<file path="src/rtl/fdsu_pkg.sv">
// ----------------------------------------------------------------------------
// fdsu_pkg
// Types and codes shared by the data stack unit modules.
// ----------------------------------------------------------------------------
`default_nettype none

package fdsu_pkg;

  localparam int unsigned CellW  = 64;
  localparam int unsigned OpW    = 4;
  localparam int unsigned DepthW = 7;
  localparam int unsigned StatW  = 2;

  typedef enum logic [OpW-1:0] {
    OP_PUSH  = 4'd0,
    OP_DROP  = 4'd1,
    OP_DUP   = 4'd2,
    OP_QDUP  = 4'd3,
    OP_SWAP  = 4'd4,
    OP_OVER  = 4'd5,
    OP_ROT   = 4'd6,
    OP_MROT  = 4'd7,
    OP_DEPTH = 4'd8,
    OP_PICK  = 4'd9,
    OP_ROLL  = 4'd10
  } op_e;

  typedef enum logic [StatW-1:0] {
    ST_OK    = 2'd0,
    ST_UNDER = 2'd1,
    ST_OVER  = 2'd2,
    ST_INDEX = 2'd3
  } status_e;

  typedef enum logic [3:0] {
    S_IDLE,
    S_RD0,
    S_RD1,
    S_RD2,
    S_RD3,
    S_EXEC,
    S_WR,
    S_PICK_RD,
    S_PICK_WR,
    S_ROLL_SAVE,
    S_ROLL_CAP,
    S_ROLL_RD,
    S_ROLL_WR,
    S_ROLL_END,
    S_TOP,
    S_TOPW
  } state_e;

  typedef struct packed {
    logic [OpW-1:0]          op;
    logic signed [CellW-1:0] push_value;
  } req_t;

  typedef struct packed {
    logic signed [CellW-1:0] top_value;
    logic [DepthW-1:0]       depth;
    logic [StatW-1:0]        status;
  } rsp_t;

endpackage

`default_nettype wire

</file>
<file path="src/rtl/fdsu_addsub.sv">
// ----------------------------------------------------------------------------
// fdsu_addsub
// Shared cell-wide adder/subtractor for addresses and index compares.
// ----------------------------------------------------------------------------
`default_nettype none

module fdsu_addsub (
  input  wire logic [fdsu_pkg::CellW-1:0] x_i,
  input  wire logic [fdsu_pkg::CellW-1:0] y_i,
  input  wire logic                       sub_i,
  output logic [fdsu_pkg::CellW-1:0]      sum_o,
  output logic                            borrow_o
);

  logic [fdsu_pkg::CellW:0]   full_sum;
  logic [fdsu_pkg::CellW-1:0] y_op;

  assign y_op     = sub_i ? ~y_i : y_i;
  assign full_sum = {1'b0, x_i} + {1'b0, y_op} + (fdsu_pkg::CellW + 1)'(sub_i);
  assign sum_o    = full_sum[fdsu_pkg::CellW-1:0];
  // x < y when subtracting and no carry comes out
  assign borrow_o = sub_i & ~full_sum[fdsu_pkg::CellW];

endmodule

`default_nettype wire

</file>
<file path="config.mk">
export PLATFORM = sky130hd
export DESIGN_NAME = fdsu_addsub
export DESIGN_NICKNAME = d
export VERILOG_FILES = /design/src/rtl/fdsu_pkg.sv /design/src/rtl/fdsu_addsub.sv
export SDC_FILE = /design/constraint.sdc
export NUM_CORES = 1
export LEC_CHECK = 0
export BUFFER_PORTS_ARGS = -buffer_cell sky130_fd_sc_hd__buf_2
export CORE_MARGIN = 5
export CORE_UTILIZATION = 52
export DETAILED_ROUTE_END_ITERATION = 16
export PLACE_DENSITY = 0.86
export SLEW_MARGIN = 5
export SYNTH_ARGS = -nofsm -noshare
export SYNTH_HDL_FRONTEND = slang
export SYNTH_SLANG_ARGS = --single-unit
export TNS_END_PERCENT = 5
</file>
<file path="constraint.sdc">
create_clock -name vclk -period 10.9
set_input_delay 1.635 -clock vclk [all_inputs]
set_output_delay 1.635 -clock vclk [all_outputs]
set_load 0.02 [all_outputs]
</file>
After elaboration in Yosys (flattened, before gate mapping)
Index checks and enable logic that the tools add are counted.
{"block": "word_totals", "register_bits": 0, "in_bits": 129, "word_cells": 6, "out_inout_bits": 65}
{"block": "op_classes", "n_mux": 1, "bitwise": 3, "addsub": 2}
{"operator": "adder 64 x 64 -> 65 bit", "n": 1}
{"operator": "adder 65 x 1 -> 65 bit", "n": 1}
{"operator": "two-way mux 64 bit", "n": 1}
{"operator": "NOT 64 bit", "n": 1}
{"operator": "bitwise AND 1 bit", "n": 1}
{"operator": "NOT 1 bit", "n": 1}

Longest topological paths before layout
{"block": "logic_depth", "ltp_word": 6, "mapped_depth": 14, "mapped_depth_nobuf": 12}

Worst setup path before layout
No wires, ideal clock.
{"block": "synth_path", "path_type": "input to output", "start": "input port sub_i", "end": "output port sum_o[63] (netlist bit)", "required_ns": 9.265, "cell_stages": 14, "path_slack_ns": 4.081, "arrival_ns": 5.184, "path_buffers": 3, "cell_sequence": "clkbuf_1 > clkbuf_1 > xor2_1 > ha_1 > buf_6 > a211oi_2 > o211a_1 > o31ai_1 > or3b_1 > o211ai_2 > o211ai_2 > a41o_4 > a31o_4 > a211oi_1"}
{"block": "synth_via", "elab_chain_cells": 3}
{"element": "from (decl)", "line": "fdsu_addsub.sv:10", "source": "input wire logic sub_i,"}
{"element": "two-way mux 64 bit", "line": "fdsu_addsub.sv:18", "source": "assign y_op = sub_i ? ~y_i : y_i;"}
{"element": "adder 64 x 64 -> 65 bit", "line": "fdsu_addsub.sv:19", "source": "assign full_sum = {1'b0, x_i} + {1'b0, y_op} + (fdsu_pkg::CellW + 1)'(sub_i);"}
{"element": "adder 65 x 1 -> 65 bit *", "line": "fdsu_addsub.sv:19"}
{"element": "to (decl)", "line": "fdsu_addsub.sv:11", "source": "output logic [fdsu_pkg::CellW-1:0] sum_o,"}
Mark *: on every way between the ends. The rest lies on a longest branch, timed or not.

Worst setup path in the final report
{"block": "layout_path", "start": "input port sub_i", "end": "output port sum_o[52] (netlist bit)"}
The elaborated chain is that of the path after synthesis.

==> flow_summary.json <==
{
  "worstSetupPathType": "input pin to output pin",
  "cts.hold.buffers_added": 0,
  "vias": 5418,
  "ys_seq_area_frac": 0,
  "drt-initial-drc-count": 347,
  "synth-xor-area-share": 0.238,
  "antenna_found_initial": 0,
  "grt_pass1_wl_um": 22900,
  "synth_nets": 844,
  "cp.required_ns": 9.27,
  "synthDistinctLibCells": 59,
  "period_needed_ns": 7.11,
  "finalInstanceArea_sq_mm": 0.00543,
  "die_x_um": 103,
  "mostFrequentLayoutCells": "buf_2, xor2_1, a21oi_1",
  "layout_commonest_cell": "buf_2",
  "cts-resized-gates": 0,
  "die_h_um": 103,
  "syn-instance-count": 651,
  "wl_um": 14400,
  "timing.hold.ws_ns": 3.58,
  "setup_viol": 0,
  "hold_viol_final": 0,
  "grt_max_degree": 66,
  "grt.overflow.total": 0,
  "crit_arrival_ns": 5.48,
  "postSynthAreaPerCell_sq_um": 6.89,
  "grt_pass1_vias": 5175,
  "end_kind": "output pin",
  "nNetsFinal": 1003,
  "syn_area_sq_mm": 0.00449,
  "ys.warnings.count": 0,
  "rsz0062_at_grt": "no",
  "post_drt_via_cell_ratio": 5.93,
  "hold_depth": 3,
  "clock.fmax_mhz": 141,
  "drc": 0,
  "fin_setup_tns_ns": 0,
  "synthAdderAreaFrac": 0.180,
  "core_sq_mm": 0.00830,
  "postRouteAntennaNets": 0,
  "nClkBuffers": 0,
  "dp_hpwl_um": 12100,
  "num_antenna_cells": 0,
  "hp-class": "input pin to output pin",
  "synth.area.mux_share": 0.00223,
  "leakage_nw": 2.76,
  "ff_latch_area_sq_um": 0,
  "power.total_mw": 0.609,
  "grt_usage": 0.254,
  "seq_cell_count": 0,
  "die_area_sq_mm": 0.0106,
  "synth_compound_area_frac": 0.340,
  "tightest_slew_ns": 0.986,
  "drt_pass1_iterations": 5,
  "final_util": 0.654,
  "fin_crit_sh": 0.653,
  "cap_viol_max_count": 0,
  "cts_setup_buffers": 0,
  "start_kind": "input pin",
  "ir_drop_mv": 0.0652,
  "slew_viol_final": 0,
  "std_cell_rows": 33,
  "start_util": 0.541,
  "powerDensity_mw_per_mm2": 112,
  "place_congestion": 0.982,
  "numPortBuffers": 194,
  "synth-simple-area-share": 0.185,
  "max_slew_margin": 0.343,
  "status": "finished, final reports clean",
  "dpl_cell_area_sq_mm": 0.00543,
  "area_growth_pct": 20.9,
  "cp_max_fo": 65,
  "wl_per_cell_um": 15.8,
  "ios": 194,
  "synth_top_family_by_area": "compound AO/OA/AOI/OAI gates",
  "drive_gt1_frac": 0.259
}
synthesized netlist by cell type (4+ instances only):
cell type	instances	area, sq um
a21o_1	33	248
buf_1	4	15.0
and3_1	9	56.3
ha_1	63	788
xor2_1	87	762
o21a_1	8	60.1
nand4_1	20	125
a311oi_1	5	43.8
or2_2	5	31.3
nor2_1	37	139
a21oi_1	77	385
nor3_1	12	60.1
nand3_1	20	100
o21ai_0	39	195
clkbuf_1	19	71.3
o21bai_1	18	135
a211oi_1	6	45.0
nand2_1	52	195
inv_1	22	82.6
xnor2_1	35	307
a31oi_1	10	62.6
buf_2	12	60.1
routing by layer:
metal | track usage | wire length, um | up-vias | part of all wire
li1 | - | - | 2689 | -
met1 | 0.332 | 6080 | 2438 | 0.42
met2 | 0.453 | 6910 | 252 | 0.48
met3 | 0.0183 | 1050 | 39 | 0.073
met4 | 0.0558 | 359 | 0 | 0.025
met5 | 0 | 0 | - | 0
through the flow:
stage,worst slack [ns],std cells
after floorplan,4.08,651
after global placement,4.02,913
after detailed placement,3.82,913
after CTS,3.79,913
after global routing,3.43,913
final,3.79,913
cells by family (layout without fill, tap and decap cells):
| logic type | Yosys count | after routing |
|---|---|---|
| adder cells (fa/ha/maj) | 64 | 64 |
| buffers and inverters | 59 | 216 |
| XOR/XNOR | 122 | 122 |
| AO/OA/AOI/OAI | 232 | 232 |
| multiplexers | 1 | 1 |
| AND/OR/NAND/NOR | 173 | 173 |
final timing paths:
| check | end | slack (ns) | start |
|---|---|---|---|
| max | sum_o[52] | 3.79 | sub_i |
| min | sum_o[0] | 3.58 | x_i[0] |
where the power goes:
group / total [mW] / switching (mW) / leakage [nW] / internal, mW
Clock: 0 / 0 / 0 / 0
Sequential: 0 / 0 / 0 / 0
Combinational: 0.609 / 0.380 / 2.76 / 0.229
Total: 0.609 / 0.380 / 2.76 / 0.229
critical path: stages:
cell and delay (ns):
buf_4 0.73, xor2_1 0.26, inv_1 0.10, fa_1 0.44, nand2b_1 0.18, a21oi_1 0.24, o211ai_1 0.16, a311oi_1 0.34
o21bai_1 0.20, o21ai_1 0.38, a21oi_1 0.21, o21ai_0 0.25, xor2_1 0.16, buf_2 0.18
layout make-up:
type,instances,area [sq um]
Multi-Input combinational cell,592,4240
Fill cell,741,2870
Timing Repair Buffer,194,973
Tap cell,105,131
Inverter,22,82.6
Note: power is estimated with default switching activity, not from simulation.
