===== config.mk =====
export PLATFORM = sky130hd
export DESIGN_NAME = fdsu_ram
export DESIGN_NICKNAME = d
export VERILOG_FILES = /design/src/rtl/fdsu_pkg.sv /design/src/rtl/fdsu_ram.sv
export SDC_FILE = /design/constraint.sdc
export NUM_CORES = 2
export LEC_CHECK = 0
export BUFFER_PORTS_ARGS = -buffer_cell sky130_fd_sc_hd__buf_2
export CORE_ASPECT_RATIO = 0.5
export CORE_UTILIZATION = 45
export CTS_CLUSTER_SIZE = 12
export DETAILED_ROUTE_END_ITERATION = 10
export GPL_ROUTABILITY_DRIVEN = 0
export SYNTH_ARGS = -nofsm -noshare
export SYNTH_HDL_FRONTEND = slang
export SYNTH_SLANG_ARGS = --single-unit

===== constraint.sdc =====
create_clock -name clk_i -period 7.17 [get_ports clk_i]
set_input_delay 0.717 -clock clk_i [delete_from_list [all_inputs] [get_ports clk_i]]
set_output_delay 0.717 -clock clk_i [all_outputs]
set_load 0.005 [all_outputs]

===== src/rtl/fdsu_pkg.sv =====
// ----------------------------------------------------------------------------
// fdsu_pkg
// Types and codes shared by the data stack unit modules.
// ----------------------------------------------------------------------------
`default_nettype none

package fdsu_pkg;

  localparam int unsigned CellW  = 64;
  localparam int unsigned OpW    = 4;
  localparam int unsigned DepthW = 7;
  localparam int unsigned StatW  = 2;

  typedef enum logic [OpW-1:0] {
    OP_PUSH  = 4'd0,
    OP_DROP  = 4'd1,
    OP_DUP   = 4'd2,
    OP_QDUP  = 4'd3,
    OP_SWAP  = 4'd4,
    OP_OVER  = 4'd5,
    OP_ROT   = 4'd6,
    OP_MROT  = 4'd7,
    OP_DEPTH = 4'd8,
    OP_PICK  = 4'd9,
    OP_ROLL  = 4'd10
  } op_e;

  typedef enum logic [StatW-1:0] {
    ST_OK    = 2'd0,
    ST_UNDER = 2'd1,
    ST_OVER  = 2'd2,
    ST_INDEX = 2'd3
  } status_e;

  typedef enum logic [3:0] {
    S_IDLE,
    S_RD0,
    S_RD1,
    S_RD2,
    S_RD3,
    S_EXEC,
    S_WR,
    S_PICK_RD,
    S_PICK_WR,
    S_ROLL_SAVE,
    S_ROLL_CAP,
    S_ROLL_RD,
    S_ROLL_WR,
    S_ROLL_END,
    S_TOP,
    S_TOPW
  } state_e;

  typedef struct packed {
    logic [OpW-1:0]          op;
    logic signed [CellW-1:0] push_value;
  } req_t;

  typedef struct packed {
    logic signed [CellW-1:0] top_value;
    logic [DepthW-1:0]       depth;
    logic [StatW-1:0]        status;
  } rsp_t;

endpackage

`default_nettype wire


===== src/rtl/fdsu_ram.sv =====
// ----------------------------------------------------------------------------
// fdsu_ram
// Stack cell store: one write port, one read port with registered data.
// ----------------------------------------------------------------------------
`default_nettype none

module fdsu_ram #(
  parameter int unsigned Depth = 64,
  parameter int unsigned AddrW = 6
) (
  input  wire logic                       clk_i,
  input  wire logic                       we_i,
  input  wire logic [AddrW-1:0]           waddr_i,
  input  wire logic [fdsu_pkg::CellW-1:0] wdata_i,
  input  wire logic [AddrW-1:0]           raddr_i,
  output logic [fdsu_pkg::CellW-1:0]      rdata_o
);

  logic [fdsu_pkg::CellW-1:0] mem [Depth];

  always_ff @(posedge clk_i) begin
    if (we_i) begin
      mem[waddr_i] <= wdata_i;
    end
  end

  always_ff @(posedge clk_i) begin
    rdata_o <= mem[raddr_i];
  end

endmodule

`default_nettype wire


== Word-level counts from Yosys, hierarchy flattened ==
Memory sizes are Yosys's and may differ from the RTL's. A register that Yosys moved wholly into a read port is not among the register bits.
Cells that the tools add are included.

* Reductions and logical operators: 0
* Shifts and indexed selects: 0
* Magnitude comparators: 0
* Mux-type cells: 2
* Bitwise gates (word level): 0
* Multiply operators: 0
* Div/mod/pow operators: 0
* Add/subtract/negate cells: 0
* Equal/unequal tests: 0

{| class="wikitable"
|+ Operator list
! kind !! number
|-
| 1-bit two-way mux || 2
|}

* Output and inout bits: 64
* Logic and storage cells: 3
* Memories kept: 1
* Bits in latches: 0
* Memory bits (read-only): 0
* Input bits: 78
* Memory bits (writable): 4096
* Register bits after elaboration: 0

{| class="wikitable"
|+ Memory list
! name !! depth !! width !! rd ports !! clocked after Yosys merged registers in !! wr ports !! RTL line !! text
|-
| mem || 64 || 64 || 1 || 1 || 1 || fdsu_ram.sv:19 || <nowiki>logic [fdsu_pkg::CellW-1:0] mem [Depth];</nowiki>
|}

== Longest topological paths before layout ==
* Depth after elaboration: 2
* Mapped depth: 9

== Worst setup path after synthesis ==
Ideal clock, no wire load.

* Kind: in2reg
* Start: input waddr_i[3]
* End: memory mem[48][0] in the netlist's numbering, enable pin
* Buffers on the path: 1
* Data required time: 6.606 ns
* Stages: 4
* Slack: 1.017 ns
* Arrival: 5.589 ns
* Path through: clkbuf_1 nor2b_1 nand4b_1 nor3_1

{| class="wikitable"
|+ RTL lines
! what !! RTL line !! text
|-
| from (decl) || fdsu_ram.sv:13 || <nowiki>input wire logic [AddrW-1:0] waddr_i,</nowiki>
|-
| to (decl) || fdsu_ram.sv:19 ||
|}

No word-level cell before the write port.

==> impl_metrics.json <==
{
  "outcome": "finished, final reports clean",
  "synth_edf_count": 4096,
  "synthTopCellsByArea": "edfxtp_1 (79%), mux4_2 (15%), mux2i_1 (0.86%)",
  "drtPass1Iterations": 5,
  "io_pins": 142,
  "fp.dieW_um": 835.6,
  "cts-root-buf": "clkbuf_16",
  "timing.final.crit_share": 0.4252,
  "yosysMostFrequentCell": "edfxtp_1",
  "numClockSinks": 4160,
  "ir_drop_mv": 0.1956,
  "cts-resized-gates": 0,
  "maxSlewViolCount": 0,
  "path_common_cell": "buf_4",
  "design.core.area_um2": 344400,
  "required_ns": 7.90,
  "slowest_stage": "buf_4",
  "die-height_um": 418.8,
  "syn2layout_area_growth_pct": 12.01,
  "die-area_um2": 349900,
  "rsz0062_at_grt": "false",
  "syn_inst": 6598,
  "drt-met1-wl_um": 183500,
  "fin_crit_ns": 3.049,
  "slew-limit-headroom": 0.1478,
  "synth.ff_latch_count": 4160,
  "crit_chain": "buf_12 > buf_4 > buf_4 > mux4_2 > mux2i_1 > nand2_1 > a31oi_1 > a211oi_1",
  "drive_gt1_frac": 0.2631,
  "cts_made_buffers": 395,
  "initialDrtViolationCount": 10720,
  "synth_top_cell_by_area": "edfxtp_1",
  "synth_ff_type": "edfxtp_1",
  "synth_area_um2": 156300,
  "synth_top_area_share": 0.7867,
  "top_layer": "met5",
  "grt_pass1_wl_um": 597100,
  "met3_length_um": 44090,
  "hp-class": "in -> reg",
  "arrival_ns": 3.78,
  "path_clk_slew_ns": 0.06,
  "worst-slew-pin-transition_ns": 1.278,
  "postCtsSetupRepairBufs": 0,
  "hpwl_um": 229100,
  "start_util": 0.4539,
  "grt_usage": 0.2440,
  "fmax_mhz": 328.0,
  "hold_viol": 0,
  "drc": 0,
  "grt_max_degree": 123,
  "hold_ws_ns": 0.3769,
  "port_buffers": 141,
  "power_leakage_nw": 53.80,
  "vias_per_cell": 6.384,
  "syn_avg_cell_area_um2": 23.70,
  "vias": 75960,
  "synth_nets": 6676,
  "cap_violations": 0,
  "antenna_found_initial": 45,
  "overflow": 0,
  "fin_skew_ns": 0.03577,
  "critPathMaxFanout": 76,
  "tns_ns": 0,
  "finalSetupViolCount": 0,
  "clock_path_buffers": 4,
  "fin_nets": 7048,
  "htree_levels": 5,
  "fillers": 26670,
  "synth-async-reset-ratio": 0,
  "wl_per_cell_um": 36.32,
  "synth.yosys.seq_area_share": 0.7949,
  "end_kind": "register",
  "yosysUniqueCellTypes": 33,
  "worst-setup-path-type": "in -> reg",
  "grt_pass1_vias": 74550,
  "clk_latency_ns": 0.95,
  "ys_top_cells_by_count": "edfxtp_1 (4096), mux4_2 (1024), buf_2 (170), a22oi_1 (168), clkbuf_1 (140)",
  "rows": 152,
  "start_kind": "input port",
  "cp_slowest_stage_delay_ns": 0.64,
  "wl_met2_um": 192600,
  "drt-total-wl_um": 432100,
  "antenna_left": 0,
  "cts_tree": "yes",
  "power.density_nw_per_um2": 278.0,
  "cts-hold-fix-buffers": 0,
  "yosysWarnings": 0
}
-- registers in the layout (all words and copies together) (netlist names) --
register,flops
rdata_o,64
mem,4096
-- per-layer routing --
layer  up-vias  track usage
met5         -     0.004781
met4        14      0.06387
li1      29220            -
met1     41890       0.3755
met2      4147       0.3619
met3       688      0.04523
-- placed cells by master, fill, tap and decap left out, drive strengths merged, types with 25 or more instances in the layout --
cell type,n
edfxtp,4096
mux4,1024
clkbuf,650
buf,345
a22oi,168
mux2i,135
nor2,112
a22o,88
o22ai,83
and3,64
dfxtp,64
a211oi,63
nand2,58
nand3,45
o221ai,38
diode,32
or3,29
or2,28
nor2b,28
a41oi,26
inv,25
-- power by group --
part           internal, mW  switching [mW]
clock network          10.6            8.75
logic                 0.826            1.41
registers              26.9           0.154
-- final cells by class --
type,instances,area (um2),area share
flip-flops and latches,4160,124300,0.7097
clock buffers,650,11090,0.06334
well taps,4620,5781,0.03301
clock inverters,22,337.8,0.001929
repair buffers,345,2698,0.01540
multi-input cells,2049,30790,0.1758
inverters,19,71.32,0.0004072
diodes,32,80.08,0.0004572
-- worst paths after layout --
path,depth (start not counted),end,slack [ns],startpoint
setup / recovery,8,rdata_o[47],4.12,raddr_i[0]
setup reg to reg,5,rdata_o[14],4.81,mem[12][14]
hold / removal,3,mem[54][51],0.38,waddr_i[2]
hold reg to reg,4,rdata_o[32],0.84,mem[44][32]
-- critical path, delay by kind of cell --
kind | cells | cell delay, ns
buffers and inverters | 3 | 1.72
AO/OA/AOI/OAI | 2 | 0.41
AND/OR/NAND/NOR | 1 | 0.08
multiplexers | 2 | 0.76
-- cells by family (layout without fill, tap and decap cells) --
| kind of cell | count (synthesis) | count (layout) | synth area share |
|---|---|---|---|
| other | 0 | 32 | 0 |
| flip-flops | 4160 | 4160 | 0.7949 |
| AND/OR/NAND/NOR | 386 | 386 | 0.01240 |
| AO/OA/AOI/OAI | 504 | 504 | 0.02477 |
| multiplexers | 1159 | 1159 | 0.1561 |
| buffers and inverters | 389 | 1036 | 0.01180 |
-- stage by stage --
stage | setup WS, ns | total power [mW] | std cells | util | area [um2]
global placement | 3.114 | 29.83 | 11190 | 0.4750 | 163600
global route | 3.877 | 49.97 | 11880 | 0.5083 | 175100
finish | 4.121 | 48.68 | 11900 | 0.5085 | 175100
CTS | 4.028 | 48.97 | 11870 | 0.5082 | 175000
floorplan | 1.017 | 28.75 | 6598 | - | 156300
detailed placement | 3.070 | 29.86 | 11190 | 0.4750 | 163600
No activity file was read; power rests on OpenSTA's default activity.
